===== src/sv/pfu_pkg.sv =====
// shared constants, types and helpers of the pairwise force particle update block
`default_nettype none

package pfu_pkg;

    // store depth default
    localparam int MAX_SOURCES = 1024;

    // field widths
    localparam int POS_W   = 24;
    localparam int IDX_W   = 10;
    localparam int G_W     = 18;
    localparam int RAD_W   = 19;
    localparam int CNT_W   = 11;
    localparam int CFG_W   = 19;
    localparam int TDATA_W = 112;

    // datapath widths
    localparam int DIFF_W     = POS_W + 1;
    localparam int PROD_W     = DIFF_W + G_W;
    localparam int NUM_W      = 42;
    localparam int DEN_W      = 27;
    localparam int ACC_W      = 44;
    localparam int ROOT_W     = 25;
    localparam int ROOT_IN_W  = 2 * ROOT_W;
    localparam int ROOT_REM_W = ROOT_W + 1;

    // interaction limits and walls, 8 fraction bits
    localparam logic [ROOT_W-1:0] NEAR_LIMIT  = ROOT_W'(3072);
    localparam logic signed [POS_W-1:0] WALL_X_HIGH = POS_W'(355840);
    localparam logic signed [POS_W-1:0] WALL_Y_HIGH = POS_W'(304640);
    localparam logic signed [POS_W-1:0] POS_MAX = 24'sh7FFFFF;
    localparam logic signed [POS_W-1:0] POS_MIN = 24'sh800000;

    // damping by 0.8: times four, then divided by five as a reciprocal multiply
    // (2^30 + 1) / 5, exact for every dividend below 2^30
    localparam int                DAMP_W     = 28;
    localparam int                DAMP_SHIFT = 30;
    localparam logic [DAMP_W-1:0] DAMP_MUL   = DAMP_W'(214748365);

    // reset values of the registers
    localparam logic [RAD_W-1:0] RADIUS_RESET = RAD_W'(116480);

    // configuration register indexes
    typedef enum logic [1:0] {
        CFG_STRENGTH = 2'd0,
        CFG_RADIUS   = 2'd1,
        CFG_COUNT    = 2'd2
    } t_cfg_idx;

    // operation codes
    typedef enum logic {
        OP_LOAD   = 1'b0,
        OP_UPDATE = 1'b1
    } t_op;

    // handshake between sequencer and divider
    typedef struct packed {
        logic start;
    } t_div_ctrl;

    typedef struct packed {
        logic done;
    } t_div_stat;

    // saturate a wide signed value to a position word
    function automatic logic signed [POS_W-1:0] sat24(input logic signed [ACC_W-1:0] v);
        logic signed [POS_W-1:0] res;
        if (v > ACC_W'(POS_MAX)) begin
            res = POS_MAX;
        end else if (v < ACC_W'(POS_MIN)) begin
            res = POS_MIN;
        end else begin
            res = v[POS_W-1:0];
        end
        return res;
    endfunction

endpackage

`default_nettype wire


===== src/sv/pfu_div.sv =====
// iterative restoring divider, one quotient bit per cycle
`default_nettype none

module pfu_div (
    input  wire logic                      i_clk,
    input  wire logic                      i_rst_n,
    input  wire pfu_pkg::t_div_ctrl        i_ctrl,
    input  wire logic [pfu_pkg::NUM_W-1:0] i_num,
    input  wire logic [pfu_pkg::DEN_W-1:0] i_den,
    output pfu_pkg::t_div_stat             o_stat,
    output logic      [pfu_pkg::NUM_W-1:0] o_quo
);

    localparam int NW = pfu_pkg::NUM_W;
    localparam int DW = pfu_pkg::DEN_W;
    localparam int CW = $clog2(NW);

    logic [DW-1:0] r_rem, n_rem;
    logic [NW-1:0] r_quo, n_quo;
    logic [DW-1:0] r_den;
    logic [CW-1:0] r_cnt;
    logic          r_busy;
    logic          r_done;
    logic [DW:0]   w_trial;
    logic          w_ge;

    // one shift and trial subtract
    always_comb begin
        w_trial = {r_rem, r_quo[NW-1]};
        w_ge    = (w_trial >= {1'b0, r_den});
        n_rem   = w_ge ? DW'(w_trial - {1'b0, r_den}) : w_trial[DW-1:0];
        n_quo   = {r_quo[NW-2:0], w_ge};
    end

    // control
    always_ff @(posedge i_clk) begin
        if (!i_rst_n) begin
            r_busy <= 1'b0;
            r_done <= 1'b0;
            r_cnt  <= '0;
        end else begin
            r_done <= 1'b0;
            if (i_ctrl.start) begin
                r_busy <= 1'b1;
                r_cnt  <= '0;
            end else if (r_busy) begin
                r_cnt <= r_cnt + 1'b1;
                if (r_cnt == CW'(NW - 1)) begin
                    r_busy <= 1'b0;
                    r_done <= 1'b1;
                end
            end
        end
    end

    // datapath
    always_ff @(posedge i_clk) begin
        if (i_ctrl.start) begin
            r_rem <= '0;
            r_quo <= i_num;
            r_den <= i_den;
        end else if (r_busy) begin
            r_rem <= n_rem;
            r_quo <= n_quo;
        end
    end

    assign o_stat.done = r_done;
    assign o_quo       = r_quo;

endmodule

`default_nettype wire


===== config.mk =====
export PLATFORM = sky130hd
export DESIGN_NAME = pfu_div
export DESIGN_NICKNAME = d
export VERILOG_FILES = /design/src/sv/pfu_pkg.sv /design/src/sv/pfu_div.sv
export SDC_FILE = /design/constraint.sdc
export NUM_CORES = 1
export LEC_CHECK = 0
export ABC_AREA = 1
export BUFFER_PORTS_ARGS = -buffer_cell sky130_fd_sc_hd__buf_2
export CAP_MARGIN = 10
export CORE_ASPECT_RATIO = 1.5
export CORE_MARGIN = 2
export CORE_UTILIZATION = 30
export CTS_BUF_LIST = sky130_fd_sc_hd__clkbuf_8 sky130_fd_sc_hd__clkbuf_16
export DETAILED_ROUTE_END_ITERATION = 12
export PLACE_DENSITY = 0.48
export SYNTH_ARGS = -nofsm -noshare
export SYNTH_HDL_FRONTEND = slang
export SYNTH_SLANG_ARGS = --single-unit

===== constraint.sdc =====
create_clock -name i_clk -period 3.36 [get_ports i_clk]
set_input_delay 0.168 -clock i_clk [delete_from_list [all_inputs] [get_ports i_clk]]
set_output_delay 0.168 -clock i_clk [all_outputs]
set_load 0.1 [all_outputs]

Word-level counts from Yosys, hierarchy flattened --
Index checks and enable logic that the tools add are counted.
Storage, ports and cells: register bits 104, output and inout bits 43
Cells by class: add/sub/neg operators 2, magnitude comparators 1, equal/unequal tests 1, mux-type cells 7, bitwise operators 2, reductions and logical operators 3
Operator list (count):
- 2-to-1 mux 42 bit | 2
- greater-or-equal comparator 28 x 27 -> 1 bit | 1
- 2-to-1 mux 27 bit | 1
- subtractor 27 bit | 1
- adder 6 x 1 -> 6 bit (second input constant) | 1
- == test 6 bit (second input constant) | 1
- 2-to-1 mux 1 bit | 4
- OR reduction 3 bit | 1
- inverter 1 bit | 2
- nonzero test 2 bit | 1
- OR reduction 2 bit | 1

Logic depth before layout (Yosys ltp) --
depth after elaboration 4, mapped depth 15

Worst setup path after synthesis --
No wires, ideal clock.
kind reg2reg, from register r_quo[41], in the netlist o_quo[41], to register r_rem[12], library setup time 0.188 ns, arrival time 2.718 ns, required time 3.172 ns, setup slack 0.454 ns, stages on the path, launching flop included 15, path buffers 1, cell sequence edfxtp_1 > inv_1 > ha_1 > fa_1 > inv_1 > nand3_1 > nand3_1 > nand2_1 > nand3_1 > nand2_4 > nand3_4 > buf_8 > nand2_1 > nand3_1 > o21ai_1
On the way: longest elaborated chain between the ends 2, elaborated cells on any way between the ends 3, classes of those cells 1 x add/sub; 1 x order compare; 1 x mux
Ends and longest elaborated chain:
- start: declaration | line pfu_div.sv:19 | logic [NW-1:0] r_quo, n_quo;
- start signal: assignment | line pfu_div.sv:60 | r_quo <= i_num;
- start signal: assignment | line pfu_div.sv:64 | r_quo <= n_quo;
- subtractor 27 bit or greater-or-equal comparator 28 x 27 -> 1 bit (tied branches) | line pfu_div.sv:31, pfu_div.sv:30
- 2-to-1 mux 27 bit (*) | line pfu_div.sv:31 | n_rem = w_ge ? DW'(w_trial - {1'b0, r_den}) : w_trial[DW-1:0];
- end signal: assignment | line pfu_div.sv:63 | r_rem <= n_rem;
- end: declaration | line pfu_div.sv:18 | logic [DW-1:0] r_rem, n_rem;
Every way passes the cells marked *; elsewhere a longest branch is shown, timed or not. A chain may end at the register's enable or synchronous reset.

Worst setup path after layout --
from register r_quo[41], in the netlist o_quo[41], to register r_quo[0], in the netlist o_quo[0] (data pin)
On the way: longest elaborated chain between the ends 3
Ends and longest elaborated chain:
- greater-or-equal comparator 28 x 27 -> 1 bit | line pfu_div.sv:30 | w_ge = (w_trial >= {1'b0, r_den});
- 2-to-1 mux 42 bit | line pfu_div.sv:62 | end else if (r_busy) begin
- 2-to-1 mux 42 bit | line pfu_div.sv:58 | if (i_ctrl.start) begin
No other way between the ends. The select of a mux whose other input is x is not followed.

==> results.md <==
| Parameter | Reported |
|:---|:---|
| Buf+Inv Stages, Crit Path | 2 |
| Met3 Usage GRT | 0.03589 |
| Clock Sink Count | 104 |
| Result of the run | finished, final reports clean |
| Remaining antenna violation count after routing | 0 |
| Reg-to-reg startpoint | o_quo[41]$_DFFE_PP_ |
| Post-CTS setup-driven buffer insertion count | 0 |
| TritonCTS clock tree | yes |
| Worst Path Max Fanout | 28 |
| Horizontal die dimension | 124.2 um |
| RSZ-0062 raised after global routing | no |
| Sequential cell fraction of total power | 0.449 |
| Family with the most delay on the worst path | simple AND/OR/NAND/NOR gates |
| Buffers added on ports | 114 |
| Vias | 5836 |
| Max Buffers Root-to-Sink | 2 |
| Clock root buffer master | clkbuf_16 |
| Final setup violation count | 0 |
| Total number of nets in the final design | 1140 |
| CP startpoint kind | flip-flop |
| Switching share of power | 0.3577 |
| Worst rel slew slack | 0.5991 |
| Detailed Route WL | 18100 um |
| GRT Overall Usage | 0.1691 |
| Non-filler cells in the finished layout | 1315 |
| Overall die area | 22880 um^2 |
| Combinational cell fraction of total power | 0.232 |
| Netlist area before placement | 6497 um^2 |
| Start point of the critical path | o_quo[41]$_DFFE_PP_ |
| Max Transition Viols Final | 0 |
| Internal power consumption | 2.151 mW |
| Areal power density over the cells | 422.9 nW/um^2 |
| Cell count along the critical path | 12 |
| Register area share after synthesis | 0.4267 |
| Worst path required time | 3.49 ns |
| Number of placed instances with taps included | 1272 |
| Number of synthesis warnings | 0 |
| Total negative slack for setup checks | 0 ns |
| Actual slew at the worst max-slew pin | 0.6014 ns |
| Core box area | 21470 um^2 |
| Final Hold Fails | 0 |
| Residual DRC | 0 |
| Weighted congestion at the end of routability-driven global placement | 0.9186 |
| Register-to-Register Setup Slack | 0.59 ns |
| Highest-utilization routing layer at the global route stage | met2 |
| Worst hold path type | input port to flip-flop |
| Clock network fraction of total power | 0.319 |
| TritonCTS buffer count | 9 |
| Antenna violations before repair | 0 |
| Max VDD drop | 0.3415 mV |
| Clock latency on the worst-skew pair | 0.37 ns |
| Via count of the first global-routing pass | 5932 |
| Worst Skew | 0.008132 ns |
| FFs w/ async S/R, synth | 0 |
| Cell-by-cell listing of the critical path | inv_1 -> ha_1 -> fa_1 -> inv_1 -> nand3_1 -> nand3_1 -> nand2_1 -> nand3_1 -> nand2_4 -> nand3_4 -> nand2_1 -> nand2_1 |
| Biggest area consumer among synthesized cells | edfxtp_1 |
| Fraction of final layout cells with drive strength greater than 1 | 0.1611 |
| Row count | 66 |
| Worst path arrival time | 2.90 ns |
| Number of enable-type register cells in the synthesized netlist | 69 |
| Wirelength per Cell | 13.77 um |
| Pin count of the biggest net entering global routing | 47 |
| GR met1 Demand/Resource | 0.1825 |
| TritonRoute pass-1 iters | 4 |
| Biggest cell delay along the critical path | 0.44 ns |
| Share of the clock period used by the worst path | 0.8247 |
| Critical path capture point | o_quo[0]$_DFFE_PP_ |
| Reg clk slew, reported paths | 0.08 ns |
| Vias/cell | 4.438 |
| Maximum level of the CTS H-tree | 3 |
| Synthesized Nets | 1002 |
| Leading post-synthesis cells by cell area | edfxtp_1, nand2_1, dfxtp_1 |
| Layout overhead on the synthesized area | 21.89% |
| Avg Inst Size Synth | 7.219 um^2 |
| Post-synthesis instance total | 900 |
| Primary FF master, synth | edfxtp_1 |
| Starting density of the core | 0.3026 |
| Detailed router's first-iteration violation count | 224 |
| Fin crit period | 2.771 ns |
| Area share of the largest cell type after synthesis | 0.3189 |
| Number of storage elements in the synthesis netlist | 104 |
| Critical path capture point type | flip-flop |
| Fmax | 360.9 MHz |
| HPWL reported at the end of detailed placement | 13290 um |
| Inserted Diodes | 0 |
| Die Y | 184.2 um |
| Highest-delay cell along the critical path | nand3_4 |
| Overflow after GRT | 0 |
| Kind of critical path | flip-flop to flip-flop |
| Ports | 115 |
| Number of max-cap violations | 0 |
| Distinct cells, synth | 39 |
| Met2 track demand over resource in global routing | 0.3150 |
| Count of cells along the worst register-to-register path | 12 |
| Switching component of the power | 1.198 mW |
| Global-route wire length before repair | 29550 um |
| Capture instance of the worst register-to-register path | o_quo[0]$_DFFE_PP_ |
| Leakage power of the design | 4.103 nW |
[logic make-up (layout without fill, tap and decap cells)]
family / count (synthesis) / count (layout) / share of synthesized area
fa+ha+maj: 30 / 30 / 0.05893
flops: 104 / 104 / 0.4267
compound gates: 31 / 31 / 0.02735
buf+inv: 193 / 336 / 0.1159
simple gates: 531 / 531 / 0.3563
xor+xnor: 11 / 11 / 0.01483
[cell usage in the layout, fill, tap and decap left out, drive strengths merged, types with 2 or more instances in the layout]
cell type	count
inv	174
buf	122
o21ai	14
nand2	375
clkbuf	9
ha	29
xnor2	10
dlygate4sd3	27
and2	2
a21oi	14
nand4	34
nand3	67
clkinv	3
edfxtp	69
nor2	41
nor3	5
dfxtp	35
nor3b	4
[cells in the mapped netlist (2+ instances only)]
master,number
ha_1,29
nor2_1,35
inv_1,163
buf_2,5
nor3_1,4
nand2_1,372
o21ai_0,9
o21ai_1,4
nor2_2,3
buf_8,2
nor2_4,3
nor3b_1,4
clkbuf_1,15
nand3_2,8
a21oi_1,13
inv_2,7
xnor2_1,10
dfxtp_1,35
edfxtp_1,69
nand2_2,2
nand4_1,33
nand3_1,58
[metal layers]
layer	vias to the layer above	routed length, um
met2	118	9658
li1	3089	-
met3	25	755
met4	0	424
met5	-	0
met1	2604	7262
[through the flow]
stage | power (mW) | util | area (um^2) | hold WS [ns] | worst slack (ns)
after global placement | 2.296 | 0.3427 | 7357 | 0.3448 | 0.6728
after global routing | 3.511 | 0.3689 | 7920 | 0.05282 | 0.3469
final | 3.349 | 0.3689 | 7920 | 0.04696 | 0.5890
after floorplan | 2.116 | - | 6497 | 0.2669 | 0.4538
after CTS | 3.409 | 0.3689 | 7920 | 0.02600 | 0.5864
after detailed placement | 2.293 | 0.3427 | 7357 | 0.3461 | 0.5745
[cell type report]
class / instances / area [um^2]
repair buffers: 149 / 900.9
fillers: 2420 / 13550
multi-input cells: 603 / 2972
clock inverters: 7 / 67.56
flip-flops and latches: 104 / 2773
clock buffers: 9 / 225.2
inverters: 171 / 641.9
well taps: 272 / 340.3
[registers in the layout (all words and copies together), names as in the netlist]
signal  cells
o_quo      42
o_stat      1
r_busy      1
r_cnt       6
r_den      27
r_rem      27
[worst reg2reg max path: cells and delay by family (launching register included)]
family	cells	cell delay, ns
buffers and inverters	2	0.16
DFF	1	0.39
adders and majority gates	2	0.40
and+or+nand+nor	8	1.58
[worst min path at each step]
stage | startpoint | to | depth (start not counted)
after global placement | i_den[17] | r_den[17]$_DFFE_PP_ | 1
after floorplan | i_den[0] | r_den[0]$_DFFE_PP_ | 0
after global routing | i_num[34] | o_quo[34]$_DFFE_PP_ | 3
final | i_rst_n | r_busy$_SDFF_PN0_ | 3
after detailed placement | i_den[22] | r_den[22]$_DFFE_PP_ | 1
after CTS | i_rst_n | r_busy$_SDFF_PN0_ | 3
[power groups by stage]
stage	logic [mW]	clock network (mW)	registers, mW
after global routing	0.837	1.16	1.51
after floorplan	0.212	0	1.90
after global placement	0.765	0	1.53
after detailed placement	0.763	0	1.53
final	0.778	1.07	1.50
after CTS	0.787	1.12	1.50
[repair_timing]
action,4_1_cts,5_1_grt
hold endpoints to repair,27,0
hold buffers,27,0
resized for setup,0,0
Note: power is estimated with default switching activity, not from simulation.
